File: src/hw/rtl/tlhf_pkg.sv
`default_nettype none
package tlhf_pkg;

  localparam int unsigned LenW      = 11;
  localparam int unsigned ByteW     = 8;
  localparam int unsigned ChunkW    = 13;
  localparam int unsigned CfgIdxW   = 1;
  localparam int unsigned CfgDataW  = 13;

  localparam logic [ByteW-1:0] HdrMark     = 8'hF0;
  localparam logic [2:0]       HdrHighMask = 3'h7;

  typedef enum logic [CfgIdxW-1:0] {
    CFG_CHUNK_SIZE = 1'b0,
    CFG_LINK_READY = 1'b1
  } cfg_idx_e;

  typedef enum logic [1:0] {
    ST_IDLE,
    ST_HDR,
    ST_DATA,
    ST_PAD
  } tlhf_state_e;

  typedef struct packed {
    logic              cend;
    logic [ChunkW-1:0] count;
  } chunk_res_t;

endpackage
`default_nettype wire

File: src/hw/rtl/tlhf_intf.sv
`default_nettype none
interface tlhf_in_if;
  logic                     valid;
  logic                     ready;
  logic                     func;
  logic [tlhf_pkg::LenW-1:0]  packet_length;
  logic [tlhf_pkg::ByteW-1:0] data_byte;

  modport source (output valid, func, packet_length, data_byte, input ready);
  modport sink   (input valid, func, packet_length, data_byte, output ready);
endinterface

interface tlhf_out_if;
  logic                     valid;
  logic                     ready;
  logic [tlhf_pkg::ByteW-1:0] out_byte;
  logic                     chunk_end;
  logic                     packet_end;
  logic                     run_last;

  modport source (output valid, out_byte, chunk_end, packet_end, run_last, input ready);
  modport sink   (input valid, out_byte, chunk_end, packet_end, run_last, output ready);
endinterface
`default_nettype wire

File: src/hw/rtl/tlhf_chunk.sv
`default_nettype none
module tlhf_chunk (
  input  wire logic [tlhf_pkg::ChunkW-1:0] count_i,
  input  wire logic [tlhf_pkg::ChunkW-1:0] size_i,
  input  wire logic                        pkt_end_i,
  output tlhf_pkg::chunk_res_t             res_o
);
  import tlhf_pkg::*;

  logic [ChunkW:0] filled;
  logic [ChunkW:0] limit;

  always_comb begin
    filled     = {1'b0, count_i} + (ChunkW+1)'(1);
    limit      = (size_i == '0) ? (ChunkW+1)'(1 << ChunkW) : {1'b0, size_i};
    res_o.cend = pkt_end_i || (filled >= limit);
    res_o.count = res_o.cend ? '0 : filled[ChunkW-1:0];
  end
endmodule
`default_nettype wire

File: src/hw/rtl/tx_length_header_framer.sv
`default_nettype none
// Channel   Dir  Payload                                         Transfer
// in_i      in   func, packet_length, data_byte                  valid & ready
// out_o     out  out_byte, chunk_end, packet_end, run_last       valid & ready
// cfg       in   cfg_we_i, cfg_idx_i, cfg_wdata_i                cfg_we_i
//
// A start item sends the four header bytes and a data item its one byte; the last data
// byte of a short packet is followed by zero pad bytes up to MIN_FRAME. in_i is ready
// only while the sequencer is idle, so a new item is taken only once the last one is
// done. Bytes leave through the shared chunk counter unit and a single output register;
// a stalled out_o holds the sequencer. Reset clears all counters, opens no packet,
// chunk_size 512, link down.
module tx_length_header_framer #(
  parameter int unsigned MIN_FRAME = 64
) (
  input  wire logic                           clk_i,
  input  wire logic                           rst_ni,
  input  wire logic                           cfg_we_i,
  input  wire logic [tlhf_pkg::CfgIdxW-1:0]   cfg_idx_i,
  input  wire logic [tlhf_pkg::CfgDataW-1:0]  cfg_wdata_i,
  tlhf_in_if.sink                             in_i,
  tlhf_out_if.source                          out_o
);
  import tlhf_pkg::*;

  localparam int unsigned PadW = $clog2(MIN_FRAME + 1);
  localparam logic [LenW-1:0] MinLen = LenW'(MIN_FRAME);
  localparam logic [PadW-1:0] PadEnd = PadW'(MIN_FRAME);

  tlhf_state_e       state_q, state_d;
  logic [ChunkW-1:0] chunk_size_q;
  logic              link_ready_q;
  logic [LenW-1:0]   declared_q, declared_d;
  logic [LenW-1:0]   payload_q, payload_d;
  logic [ChunkW-1:0] chunk_cnt_q, chunk_cnt_d;
  logic              active_q, active_d;
  logic [1:0]        hdr_idx_q, hdr_idx_d;
  logic [LenW-1:0]   hdr_len_q, hdr_len_d;
  logic [ByteW-1:0]  byte_q, byte_d;
  logic              last_q, last_d;
  logic              pad_q, pad_d;
  logic [PadW-1:0]   pad_idx_q, pad_idx_d;

  logic              out_valid_q, out_valid_d;
  logic [ByteW-1:0]  out_byte_q, out_byte_d;
  logic              chunk_end_q, chunk_end_d;
  logic              packet_end_q, packet_end_d;
  logic              run_last_q, run_last_d;

  logic              in_xfer;
  logic              emit;
  logic              pkt_end;
  logic [LenW-1:0]   len_inv;
  logic [LenW-1:0]   pay_inc;
  chunk_res_t        chunk_res;

  tlhf_chunk u_chunk (
    .count_i   (chunk_cnt_q),
    .size_i    (chunk_size_q),
    .pkt_end_i (pkt_end),
    .res_o     (chunk_res)
  );

  assign in_i.ready       = (state_q == ST_IDLE);
  assign in_xfer          = in_i.valid && in_i.ready;
  assign emit             = (state_q != ST_IDLE) && (!out_valid_q || out_o.ready);
  assign out_o.valid      = out_valid_q;
  assign out_o.out_byte   = out_byte_q;
  assign out_o.chunk_end  = chunk_end_q;
  assign out_o.packet_end = packet_end_q;
  assign out_o.run_last   = run_last_q;

  always_comb begin
    unique case (state_q)
      ST_DATA: pkt_end = last_q && !pad_q;
      ST_PAD:  pkt_end = (pad_idx_q + PadW'(1) == PadEnd);
      default: pkt_end = 1'b0;
    endcase
  end

  always_comb begin
    state_d      = state_q;
    declared_d   = declared_q;
    payload_d    = payload_q;
    chunk_cnt_d  = chunk_cnt_q;
    active_d     = active_q;
    hdr_idx_d    = hdr_idx_q;
    hdr_len_d    = hdr_len_q;
    byte_d       = byte_q;
    last_d       = last_q;
    pad_d        = pad_q;
    pad_idx_d    = pad_idx_q;
    out_valid_d  = out_o.ready ? 1'b0 : out_valid_q;
    out_byte_d   = out_byte_q;
    chunk_end_d  = chunk_end_q;
    packet_end_d = packet_end_q;
    run_last_d   = run_last_q;
    len_inv      = ~hdr_len_q;
    pay_inc      = payload_q + LenW'(1);

    unique case (state_q)
      ST_IDLE: begin
        if (in_xfer && link_ready_q) begin
          if (!in_i.func) begin
            if (in_i.packet_length != '0) begin
              active_d    = 1'b1;
              declared_d  = in_i.packet_length;
              hdr_len_d   = in_i.packet_length;
              payload_d   = '0;
              chunk_cnt_d = '0;
              hdr_idx_d   = '0;
              state_d     = ST_HDR;
            end
          end else if (active_q) begin
            byte_d = in_i.data_byte;
            if (pay_inc >= declared_q) begin
              last_d     = 1'b1;
              pad_d      = (declared_q < MinLen);
              pad_idx_d  = declared_q[PadW-1:0];
              active_d   = 1'b0;
              declared_d = '0;
              payload_d  = '0;
            end else begin
              last_d    = 1'b0;
              pad_d     = 1'b0;
              payload_d = pay_inc;
            end
            state_d = ST_DATA;
          end
        end
      end
      ST_HDR: begin
        if (emit) begin
          unique case (hdr_idx_q)
            2'd0:    out_byte_d = hdr_len_q[ByteW-1:0];
            2'd1:    out_byte_d = {5'b0, hdr_len_q[LenW-1:ByteW] & HdrHighMask};
            2'd2:    out_byte_d = len_inv[ByteW-1:0];
            default: out_byte_d = HdrMark | {5'b0, len_inv[LenW-1:ByteW] & HdrHighMask};
          endcase
          run_last_d = (hdr_idx_q == 2'd3);
          hdr_idx_d  = hdr_idx_q + 2'd1;
          if (hdr_idx_q == 2'd3) begin
            state_d = ST_IDLE;
          end
        end
      end
      ST_DATA: begin
        if (emit) begin
          out_byte_d = byte_q;
          run_last_d = !pad_q;
          state_d    = pad_q ? ST_PAD : ST_IDLE;
        end
      end
      ST_PAD: begin
        if (emit) begin
          out_byte_d = '0;
          run_last_d = pkt_end;
          pad_idx_d  = pad_idx_q + PadW'(1);
          if (pkt_end) begin
            state_d = ST_IDLE;
          end
        end
      end
      default: state_d = ST_IDLE;
    endcase

    if (emit) begin
      out_valid_d  = 1'b1;
      chunk_end_d  = chunk_res.cend;
      packet_end_d = pkt_end;
      chunk_cnt_d  = chunk_res.count;
    end
  end

  always_ff @(posedge clk_i or negedge rst_ni) begin
    if (!rst_ni) begin
      chunk_size_q <= ChunkW'(512);
      link_ready_q <= 1'b0;
    end else if (cfg_we_i) begin
      unique case (cfg_idx_e'(cfg_idx_i))
        CFG_CHUNK_SIZE: chunk_size_q <= cfg_wdata_i[ChunkW-1:0];
        CFG_LINK_READY: link_ready_q <= cfg_wdata_i[0];
        default: ;
      endcase
    end
  end

  always_ff @(posedge clk_i or negedge rst_ni) begin
    if (!rst_ni) begin
      state_q     <= ST_IDLE;
      declared_q  <= '0;
      payload_q   <= '0;
      chunk_cnt_q <= '0;
      active_q    <= 1'b0;
      hdr_idx_q   <= '0;
      last_q      <= 1'b0;
      pad_q       <= 1'b0;
      pad_idx_q   <= '0;
      out_valid_q <= 1'b0;
    end else begin
      state_q     <= state_d;
      declared_q  <= declared_d;
      payload_q   <= payload_d;
      chunk_cnt_q <= chunk_cnt_d;
      active_q    <= active_d;
      hdr_idx_q   <= hdr_idx_d;
      last_q      <= last_d;
      pad_q       <= pad_d;
      pad_idx_q   <= pad_idx_d;
      out_valid_q <= out_valid_d;
    end
  end

  always_ff @(posedge clk_i) begin
    hdr_len_q    <= hdr_len_d;
    byte_q       <= byte_d;
    out_byte_q   <= out_byte_d;
    chunk_end_q  <= chunk_end_d;
    packet_end_q <= packet_end_d;
    run_last_q   <= run_last_d;
  end
endmodule
`default_nettype wire
File: src/flat_wrapper.sv
// flat-port wrapper written by rule: the top's interface ports become plain ports
module tx_length_header_framer_flat import tlhf_pkg::*;
#(
  parameter int unsigned MIN_FRAME = 64
)
  (clk_i, rst_ni, cfg_we_i, cfg_idx_i, cfg_wdata_i, in_i_valid, in_i_func, in_i_packet_length, in_i_data_byte, in_i_ready, out_o_valid, out_o_out_byte, out_o_chunk_end, out_o_packet_end, out_o_run_last, out_o_ready);
  tlhf_in_if in_i_i ();
  tlhf_out_if out_o_i ();
  input  wire logic clk_i;
  input  wire logic rst_ni;
  input  wire logic cfg_we_i;
  input  wire logic [tlhf_pkg::CfgIdxW-1:0] cfg_idx_i;
  input  wire logic [tlhf_pkg::CfgDataW-1:0] cfg_wdata_i;
  input wire logic [$bits(in_i_i.valid)-1:0] in_i_valid;
  input wire logic [$bits(in_i_i.func)-1:0] in_i_func;
  input wire logic [$bits(in_i_i.packet_length)-1:0] in_i_packet_length;
  input wire logic [$bits(in_i_i.data_byte)-1:0] in_i_data_byte;
  output wire logic [$bits(in_i_i.ready)-1:0] in_i_ready;
  output wire logic [$bits(out_o_i.valid)-1:0] out_o_valid;
  output wire logic [$bits(out_o_i.out_byte)-1:0] out_o_out_byte;
  output wire logic [$bits(out_o_i.chunk_end)-1:0] out_o_chunk_end;
  output wire logic [$bits(out_o_i.packet_end)-1:0] out_o_packet_end;
  output wire logic [$bits(out_o_i.run_last)-1:0] out_o_run_last;
  input wire logic [$bits(out_o_i.ready)-1:0] out_o_ready;
  assign in_i_i.valid = in_i_valid;
  assign in_i_i.func = in_i_func;
  assign in_i_i.packet_length = in_i_packet_length;
  assign in_i_i.data_byte = in_i_data_byte;
  assign in_i_ready = in_i_i.ready;
  assign out_o_valid = out_o_i.valid;
  assign out_o_out_byte = out_o_i.out_byte;
  assign out_o_chunk_end = out_o_i.chunk_end;
  assign out_o_packet_end = out_o_i.packet_end;
  assign out_o_run_last = out_o_i.run_last;
  assign out_o_i.ready = out_o_ready;
  tx_length_header_framer #(.MIN_FRAME(MIN_FRAME)) u_core (.clk_i(clk_i), .rst_ni(rst_ni), .cfg_we_i(cfg_we_i), .cfg_idx_i(cfg_idx_i), .cfg_wdata_i(cfg_wdata_i), .in_i(in_i_i), .out_o(out_o_i));
endmodule
File: config.mk
export PLATFORM = sky130hd
export DESIGN_NAME = tx_length_header_framer_flat
export DESIGN_NICKNAME = d
export VERILOG_FILES = /design/src/hw/rtl/tlhf_pkg.sv /design/src/hw/rtl/tlhf_intf.sv /design/src/hw/rtl/tlhf_chunk.sv /design/src/hw/rtl/tx_length_header_framer.sv /design/src/flat_wrapper.sv
export SDC_FILE = /design/constraint.sdc
export NUM_CORES = 1
export LEC_CHECK = 0
export BUFFER_PORTS_ARGS = -buffer_cell sky130_fd_sc_hd__buf_4
export CORE_MARGIN = 2
export CORE_UTILIZATION = 54
export DETAILED_ROUTE_END_ITERATION = 7
export PLACE_DENSITY = 0.77
export SLEW_MARGIN = 20
export SYNTH_ARGS = -nofsm -noshare
export SYNTH_HDL_FRONTEND = slang
export SYNTH_SLANG_ARGS = --single-unit
File: constraint.sdc
create_clock -name clk_i -period 3 [get_ports clk_i]
set_clock_uncertainty 0.05 [all_clocks]
set_input_delay 0.15 -clock clk_i [delete_from_list [all_inputs] [get_ports clk_i]]
set_output_delay 0.15 -clock clk_i [all_outputs]
set_load 0.01 [all_outputs]
== Word level (Yosys, flattened, before mapping) ==
Index checks and enable logic that the tools add are counted.
W data, S select, Z words.

* Add/subtract/negate cells: 4
* $lt $le $gt $ge: 3
* Equality and inequality tests: 23
* Mux-type cells: 55
* Bitwise gates (word level): 3
* Reduce and logical (&&, ||, !) cells: 33

{| class="wikitable"
|+ Operator list
! kind !! number
|-
| $mux W11 || 8
|-
| $mux W13 || 6
|-
| $pmux W8 S3 || 2
|-
| $mux W7 || 5
|-
| $mux W2 || 14
|-
| $mux W8 || 3
|-
| $reduce_and A4 Y1 || 5
|-
| $reduce_bool A2 Y1 || 8
|-
| $add A13 B1 Y14 const B || 1
|-
| $ge A14 B14 Y1 || 1
|-
| $mux W14 || 1
|-
| $ne A2 B1 Y1 const B || 7
|-
| $ne A2 B2 Y1 const B || 7
|-
| $pmux W7 S2 || 1
|-
| $logic_not A13 Y1 || 1
|-
| $add A11 B1 Y11 const B || 1
|-
| $ge A11 B11 Y1 || 1
|-
| $lt A11 B7 Y1 const B || 1
|-
| $mux W1 || 11
|-
| $not A11 Y11 || 1
|-
| $reduce_bool A11 Y1 || 1
|-
| $reduce_and A5 Y1 || 2
|-
| $eq A2 B2 Y1 const B || 4
|-
| $pmux W2 S4 || 1
|-
| other kinds (18) || 28
|}

* Register bits: 94
* Bits of input ports: 39
* Output and inout port bits: 13

== Longest topological paths before layout ==
Gate-level depths: netlist of run 1.

* Depth in word-level cells: 7
* Depth in mapped cells: 15
* Gate-level depth less buffers: 14

== Cells and area by module ==
From an unflattened synthesis of run 1, not the netlist that was laid out.

* Cell total of the unflattened synthesis: 510
* Area, all modules: 5376.4 µm²

{| class="wikitable"
|+ Modules (own cells, without submodules)
! module !! times used !! cells each !! area an instance (µm²)
|-
| tx_length_header_framer || 1 || 410 || 4525.6
|-
| tlhf_chunk || 1 || 100 || 850.8
|}

== Least setup slack after synthesis of run 1 ==
No wires, ideal clock.

* Path type: flip-flop to flip-flop
* From: register u_core.chunk_cnt_q[0]
* To: register u_core.chunk_cnt_q[9]
* Arrival: 2934 ps
* Required time: 2886 ps
* Path slack: -48 ps
* Cell stages (with the launch flop): 16
* Path buffers: 1
* Period minus slack after synthesis: 3048 ps
* Path through: dfrtp_1 > ha_1 > and3_1 > and3_1 > and3_1 > nand3_1 > xnor2_1 > ha_1 > nand3_1 > o221ai_1 > a21oi_1 > o2bb2ai_1 > or4_1 > buf_4 > a21oi_2 > a21o_1

* Word-level cells in the longest chain between the ends: 5

{| class="wikitable"
|+ RTL lines
! element !! line !! RTL
|-
| from (decl) || tx_length_header_framer.sv:35 || <nowiki>logic [ChunkW-1:0] chunk_cnt_q, chunk_cnt_d;</nowiki>
|-
| from (signal assigned) || tx_length_header_framer.sv:204 || <nowiki>chunk_cnt_q <= chunk_cnt_d;</nowiki>
|-
| $add A13 B1 Y14 * || tlhf_chunk.sv:14 || <nowiki>filled = {1'b0, count_i} + (ChunkW+1)'(1);</nowiki>
|-
| $ge A14 B14 Y1 || tlhf_chunk.sv:16 || <nowiki>res_o.cend = pkt_end_i || (filled >= limit);</nowiki>
|-
| $logic_or A1 B1 Y1 || tlhf_chunk.sv:16 ||
|-
| $mux W13 * || tlhf_chunk.sv:17 || <nowiki>res_o.count = res_o.cend ? '0 : filled[ChunkW-1:0];</nowiki>
|-
| $mux W13 * || tx_length_header_framer.sv:167 || <nowiki>if (emit) begin</nowiki>
|}

Every way passes the cells marked *; elsewhere a longest branch is shown, timed or not.
A chain may end at the register's enable or synchronous reset.

== Worst setup path after layout of run 1 ==
* From: register u_core.chunk_cnt_q[1]
* To: register u_core.chunk_cnt_q[7]

Same word-level chain as after synthesis.

==> results of run 1 <==
-- stage by stage --
stage	setup TNS (ns)	instances	util [%]
after floorplan	0	492	-
after global placement	-0.0910	667	62.7
after detailed placement	-1.96	667	62.7
after CTS	-0.0383	718	69.6
after global routing	-3.16	722	72.4
final	-1.26	722	72.4
-- state kept, by name (all words and copies together) (netlist names) --
signal and cells:
u_core.out_o.packet_end 1, u_core.last_q 1, u_core.hdr_len_q 11, u_core.state_q 2
u_core.pad_q 1, u_core.link_ready_q 1, u_core.pad_idx_q 7, u_core.out_o.chunk_end 1
u_core.payload_q 11, u_core.out_o.run_last 1, u_core.hdr_idx_q 2, u_core.chunk_cnt_q 13
u_core.out_o.out_byte 8, u_core.out_o.valid 1, u_core.active_q 1, u_core.chunk_size_q 13
u_core.byte_q 8, u_core.declared_q 11
-- worst max-delay path by stage --
stage | startpoint | end | slack (ns) | depth (start not counted)
after floorplan | u_core.chunk_cnt_q[0] | u_core.chunk_cnt_q[9] | 0.05 | 15
after global placement | u_core.chunk_cnt_q[1] | u_core.chunk_cnt_q[3] | -0.02 | 14
after detailed placement | u_core.chunk_cnt_q[1] | u_core.chunk_cnt_q[12] | -0.21 | 14
after CTS | u_core.chunk_cnt_q[1] | u_core.chunk_cnt_q[8] | -0.006 | 15
after global routing | u_core.chunk_cnt_q[1] | u_core.chunk_cnt_q[7] | -0.29 | 15
final | u_core.chunk_cnt_q[1] | u_core.chunk_cnt_q[7] | -0.13 | 15
-- placed cells by master, fill, tap and decap left out, drive strengths merged, types with 2 or more instances in the layout --
master,Yosys,routed
edfxtp,30,30
buf,4,82
clkinvlp,0,2
dlygate4sd3,0,34
nor4,6,6
and3,10,10
nor2,27,27
a31oi,3,3
a21o,11,11
or3,4,4
and2,3,3
xnor2,11,11
nand4,7,7
clkbuf,9,9
a22o,18,18
nor3,6,6
dfrtp,63,63
nor2b,6,6
o22ai,7,7
o21a,3,3
a21oi,29,29
o21ai,40,40
mux2i,6,6
o41ai,2,2
and4,2,2
or2,2,2
a221o,4,4
a32o,5,5
nand2,53,53
a211oi,2,2
nand3,17,17
inv,34,38
mux2,4,4
nor3b,3,3
nand2b,11,11
ha,33,33
xor2,7,7
-- where the power goes --
part	switching [uW]	total, uW	leakage, uW	internal, uW
clock network	476	871	0.0000972	395
logic	1340	2390	0.00181	1050
registers	360	2100	0.00109	1740
total	2170	5350	0.00300	3180
-- final cells by class --
| type | instances | area [um2] | share of cell area (%) |
|---|---|---|---|
| timing repair buffer | 116 | 976 | 14.7 |
| clock inverter | 7 | 77.6 | 1.16 |
| clock buffer | 9 | 124 | 1.86 |
| inverter | 34 | 130 | 1.95 |
| multi-input combinational | 351 | 2710 | 40.7 |
| tap | 111 | 139 | 2.09 |
| sequential | 94 | 2500 | 37.6 |
-- timing repair --
action,in CTS,in global routing
hold endpoints to repair,106,0
resized for setup,16,41
endpoints found under the setup margin,13,40
hold buffers,34,0
setup buffers,1,4
pin swaps,3,14
-- cell families after synthesis --
group           count (synthesis)  synth area share (%)
xor+xnor                       18                  3.39
fa+ha+maj                      33                  8.12
flops                          94                  49.2
mux                            10                  2.07
buf+inv                        47                  3.64
simple gates                  158                  16.1
compound gates                132                  17.4
-- metal layers --
layer	vias up	global-route usage (%)	routed length, um
li1	2019	-	-
met4	0	8.84	525
met3	59	3.40	906
met1	2132	34.1	5440
met2	231	43.3	6730
met5	-	0	0
-- tightest hold or removal path: cells and delay by family --
family,cells,cell delay (ns)
muxes,1,0.14
buffers and inverters,1,0.11
and+or+nand+nor,1,0.06
==> results.toml, run 1 <==
[run_status]
outcome = "finished with violations"
failed_checks = "setup timing"

[final_layout]
post_route_cells_drive_above_1_share_pct = 27.2
areaGrowthSynthToFinish_pct = 30.9
antennaDiodeCount = 0
final_cell_area_um2 = 6660
n_fill_cell = 595
layout.nets = 678

[floorplanning]
ios = 52
die-height_um = 101
core.rowCount = 35
dieArea_um2 = 10200
core_area_um2 = 9200
chipWidth_um = 101
initial_core_util_pct = 55.3

[yosys]
synth.lib_cells_used.distinct = 62
synthMostInstantiatedCell = "sky130_fd_sc_hd__dfrtp_1"
synth.yosys.warnings = 0
synthTopCellsByCount = "sky130_fd_sc_hd__dfrtp_1 (63), sky130_fd_sc_hd__nand2_1 (51), sky130_fd_sc_hd__ha_1 (33), sky130_fd_sc_hd__edfxtp_1 (30), sky130_fd_sc_hd__inv_1 (30)"
synth-seq-area-share_pct = 49.2
synthCells = 492
ys.flop_type = "sky130_fd_sc_hd__dfrtp_1"
share_of_synthesized_registers_carrying_an_async_set_or_reset_pct = 68.1
post_synth_instance_area_um2 = 5090
synth_edf_count = 30
synth.area.top_cells = "sky130_fd_sc_hd__dfrtp_1 (31%), sky130_fd_sc_hd__edfxtp_1 (18%), sky130_fd_sc_hd__ha_1 (8.1%)"
synth.net_count = 564
total_of_flip_flops_plus_latches_after_synthesis = 94
synth_largest_area_cell = "sky130_fd_sc_hd__dfrtp_1"
syn_avg_cell_area_um2 = 10.3
netlist.area_leader.share_pct = 31.0

[timing]
setup_viol = 13
finalWorstPathRequiredPeriod_ns = 3.13
slew_headroom_pct = 41.7
final.hold.worst_slack_ns = 0.0816
final.period_utilization_pct = 104
slew_violations = 0
timing.fmax_ghz = 0.320
post-route-worst-setup-slack_ns = -0.126
worstMarginPinSlew_ns = 0.872
finalHoldViolations = 0
grt_setup_unrepaired = "yes"

[worst_setup_path]
timing.critical_path.arrival_ns = 3.35
cp-start-kind = "flip-flop"
cp_max_fo = 7
setup.worst_path.class = "flip-flop to flip-flop"
path_delay_family = "simple AND/OR/NAND/NOR gates"
crit_path_top_delay_cell = "sky130_fd_sc_hd__dfrtp_1"
crit_path_max_incr_delay_ns = 0.40
reg2regPathDepth = 15
timing.rr.end = "u_core.chunk_cnt_q[7]"
path_cells = "buf_4 -> and3_1 -> nand3_2 -> nor3_2 -> buf_4 -> nand3_1 -> xnor2_2 -> ha_1 -> nand3_1 -> o41ai_4 -> o2bb2ai_2 -> or4_1 -> buf_6 -> a21oi_2 -> a21o_1"
flop_to_flop_setup_slack_ns = -0.13
regToRegStartpoint = "u_core.chunk_cnt_q[1]"
worst_setup_path_end_kind = "flip-flop"
worstPathBufferInverterCount = 3
wp_data_required_ns = 3.22

[clock_network]
latest_clock_arrival_within_the_worst_skew_pair_ns = 0.36
cts_max_path_buffers = 2
cts_tree = "yes"
htree_levels = 3
clkTransAtPathRegs_ns = 0.10
cts.root.buffer_cell = "sky130_fd_sc_hd__clkbuf_8"
clkSinkCount = 94
number_of_buffers_created_by_cts = 9

[power_and_ir_drop]
power.density_cell_area_nw_per_um2 = 804
vdd.ir_drop.worst_mv = 0.357
fin_total_pwr_uw = 5350
power.leakage_uw = 0.00300

[routing]
drc = 0
detailedRoute.firstIterationViolations = 385
totalWireLength_um = 13600
detail_route.vias_per_cell = 6.15
route.vias.total = 4441
drt.antenna.violating_nets = 0
post_drt_wl_per_cell_um = 18.8
detail_route.first_pass.iterations = 6

[grt]
pin_count_of_the_biggest_net_entering_global_routing = 65
grt.total_usage_pct = 25.6
number_of_global_route_vias_before_repair = 4328
first_pass_grt_wire_length_um = 20500
grt_overflow = 0
number_of_antenna_violations_at_the_first_check_in_global_routing = 0

[hold_path]
hold_path.class = "input port to flip-flop"
holdPathStages = 3
hold_start = "cfg_idx_i"
hold_path_end = "u_core.link_ready_q"

[place]
dp_hpwl_um = 8450
gp_congestion = 0.901
detailedPlace.worstSlack_ns = -0.206
buffer_ports.inserted = 51
placed_area_um2 = 5760

[job]
maxCapViolCount = 0
(Power assumes the default switching activity.)
==> inputs of run 2 (changes only) <==
- ABC_CLOCK_PERIOD_IN_PS: not set -> 3780
- CORE_UTILIZATION: 54 -> 55
- PLACE_DENSITY: 0.77 -> 0.75
- clock period: 3 -> 3.78 ns (I/O delays scaled with it)
==> run 2 against run 1 <==
  * The run now ends clean
  * Critical path depth fell by 1
  * Routed wire length is 16% lower
  * Core utilization decreased by 5.6 points
  * Die area is 1.7% lower
  * Sequential power fell by 20%
  * Clock power fell by 27%
  * Via count fell by 10%
  * Largest cell class is now flip-flops and latches
==> results.toml, run 2 (synthesized netlist as in run 1, its figures left out) <==
[clock_network]
clkSinkCount = 94
clkTransAtPathRegs_ns = 0.10
htree_levels = 3
cts.root.buffer_cell = "sky130_fd_sc_hd__clkbuf_8"
post-cts-setup-buffers = 0
latest_clock_arrival_within_the_worst_skew_pair_ns = 0.37
cts_resized = 0
number_of_buffers_created_by_cts = 9
cts_tree = "yes"
cts_max_path_buffers = 2

[timing]
setup_viol = 0
slew_headroom_pct = 41.8
timing.fmax_ghz = 0.293
worstMarginPinSlew_ns = 0.869
slew_violations = 0
final.period_utilization_pct = 90.3
grt_setup_unrepaired = "no"
finalWorstPathRequiredPeriod_ns = 3.41
finalHoldViolations = 0
timing.setup.tns_ns = 0

[grt]
first_pass_grt_wire_length_um = 19000
number_of_antenna_violations_at_the_first_check_in_global_routing = 0
pin_count_of_the_biggest_net_entering_global_routing = 65
grt_overflow = 0
number_of_global_route_vias_before_repair = 3864
grt.total_usage_pct = 24.3

[routing]
detailedRoute.firstIterationViolations = 194
drt.antenna.violating_nets = 0
drc = 0
post_drt_wl_per_cell_um = 16.6
totalWireLength_um = 11500
detailroute.wirelength.met2_um = 5360
detail_route.first_pass.iterations = 5
maxUsedRoutingLayer = "met4"
route.vias.total = 3985
detail_route.vias_per_cell = 5.76
wl_met3_um = 488
routedLengthMet1_um = 5320

[place]
gp_congestion = 0.859
dp_hpwl_um = 8150
buffer_ports.inserted = 51

[hold_path]
holdPathStages = 2
hold_path.class = "input port to flip-flop"
hold_path_end = "u_core.active_q"
hold_start = "in_i_func"

[final_layout]
areaGrowthSynthToFinish_pct = 19.6
n_fill_cell = 693
biggestRegsByFlops = "u_core.chunk_cnt_q: 13 flops, u_core.chunk_size_q: 13 flops"
post_route_cells_drive_above_1_share_pct = 16.5
layout_commonest_cell = "sky130_fd_sc_hd__dfrtp_1"
mostFrequentLayoutCells = "sky130_fd_sc_hd__dfrtp_1 (63), sky130_fd_sc_hd__buf_4 (54), sky130_fd_sc_hd__nand2_1 (51), sky130_fd_sc_hd__ha_1 (33), sky130_fd_sc_hd__dlygate4sd3_1 (32)"
final_core_util_pct = 66.8
layout.nets = 648
antennaDiodeCount = 0

[worst_setup_path]
regToRegStartpoint = "u_core.chunk_cnt_q[0]"
cp-start-kind = "flip-flop"
timing.rr.end = "u_core.chunk_cnt_q[2]"
setup.worst_path.class = "flip-flop to flip-flop"
reg2regPathDepth = 14
worst_setup_path_end_kind = "flip-flop"
wp_data_required_ns = 4.03
cp_max_fo = 7
timing.critical_path.arrival_ns = 3.66
flop_to_flop_setup_slack_ns = 0.37

[run_status]
outcome = "completed"

[power_and_ir_drop]
vdd.ir_drop.worst_mv = 0.309
power.density_cell_area_nw_per_um2 = 636
power.leakage_uw = 0.00277

[floorplanning]
core_area_um2 = 9110
chipWidth_um = 100
initial_core_util_pct = 55.9
core.rowCount = 35
dieArea_um2 = 10000
die-height_um = 100
ios = 52

[job]
maxCapViolCount = 0
==> run 2: cell count changes in the layout (fill, tap and decap cells not counted), sizes merged <==
cell / delta
clkinv: +2
bufinv: -1
clkinvlp: -2
inv: +1
dlygate4sd3: -2
buf: -28
==> run 2: worst max path at each step <==
stage / slack (ns) / depth (start not counted) / from / end
floorplan: 0.73 / 15 / u_core.chunk_cnt_q[0] / u_core.chunk_cnt_q[7]
global placement: 0.50 / 14 / u_core.chunk_cnt_q[0] / u_core.chunk_cnt_q[9]
detailed placement: 0.42 / 14 / u_core.chunk_cnt_q[0] / u_core.chunk_cnt_q[8]
CTS: 0.39 / 14 / u_core.chunk_cnt_q[0] / u_core.chunk_cnt_q[2]
global route: 0.06 / 14 / u_core.chunk_cnt_q[0] / u_core.chunk_cnt_q[5]
finish: 0.37 / 14 / u_core.chunk_cnt_q[0] / u_core.chunk_cnt_q[2]
==> run 2: report_power, final <==
group | internal, uW | switching (uW) | leakage (uW) | total (uW)
clock network | 256 | 382 | 0.0000984 | 638
registers | 1380 | 297 | 0.00109 | 1680
logic | 673 | 883 | 0.00158 | 1560
total | 2310 | 1560 | 0.00277 | 3870
==> run 2: critical path, stage by stage, from the launching register on <==
cell and delay [ns]:
sky130_fd_sc_hd__dfrtp_1 0.44, sky130_fd_sc_hd__ha_1 0.21, sky130_fd_sc_hd__and3_1 0.20, sky130_fd_sc_hd__and3_1 0.19, sky130_fd_sc_hd__and3_1 0.22, sky130_fd_sc_hd__nand3_1 0.12, sky130_fd_sc_hd__xnor2_1 0.20, sky130_fd_sc_hd__ha_1 0.27
sky130_fd_sc_hd__nand3_1 0.10, sky130_fd_sc_hd__o221ai_1 0.13, sky130_fd_sc_hd__a21oi_1 0.15, sky130_fd_sc_hd__o2bb2ai_1 0.10, sky130_fd_sc_hd__or4_1 0.69, sky130_fd_sc_hd__a21oi_2 0.18, sky130_fd_sc_hd__a21o_1 0.09
==> run 2: per-stage QoR <==
step	hold slack, ns	area [um2]	total power, uW	cells	setup WS [ns]
after global placement	0.294	5580	3130	644	0.495
after CTS	0.00746	6080	3870	692	0.390
after floorplan	-0.157	5090	2710	492	0.732
after global routing	0.0150	6080	4160	692	0.0605
after detailed placement	0.292	5580	3200	644	0.423
final	0.0143	6080	3870	692	0.368
==> run 2: layout make-up <==
cell class	instances	area, um2	share of cell area, %
inverter	34	130	2.14
sequential	94	2500	41.2
clock buffer	9	124	2.04
clock inverter	7	62.6	1.03
timing repair buffer	86	726	11.9
tap	111	139	2.28
multi-input combinational	351	2400	39.4
==> run 2: timing repair <==
item | 4_1_cts | 5_1_grt
setup endpoints to repair | 0 | 0
endpoints found under the hold margin | 94 | 0
hold buffers | 32 | 0
==> run 2: layer usage <==
metal | GRT usage [%] | vias to the layer above
met3 | 4.18 | 25
met2 | 37.8 | 112
met1 | 34.2 | 1897
met5 | 0 | -
li1 | - | 1951
met4 | 9.48 | 0
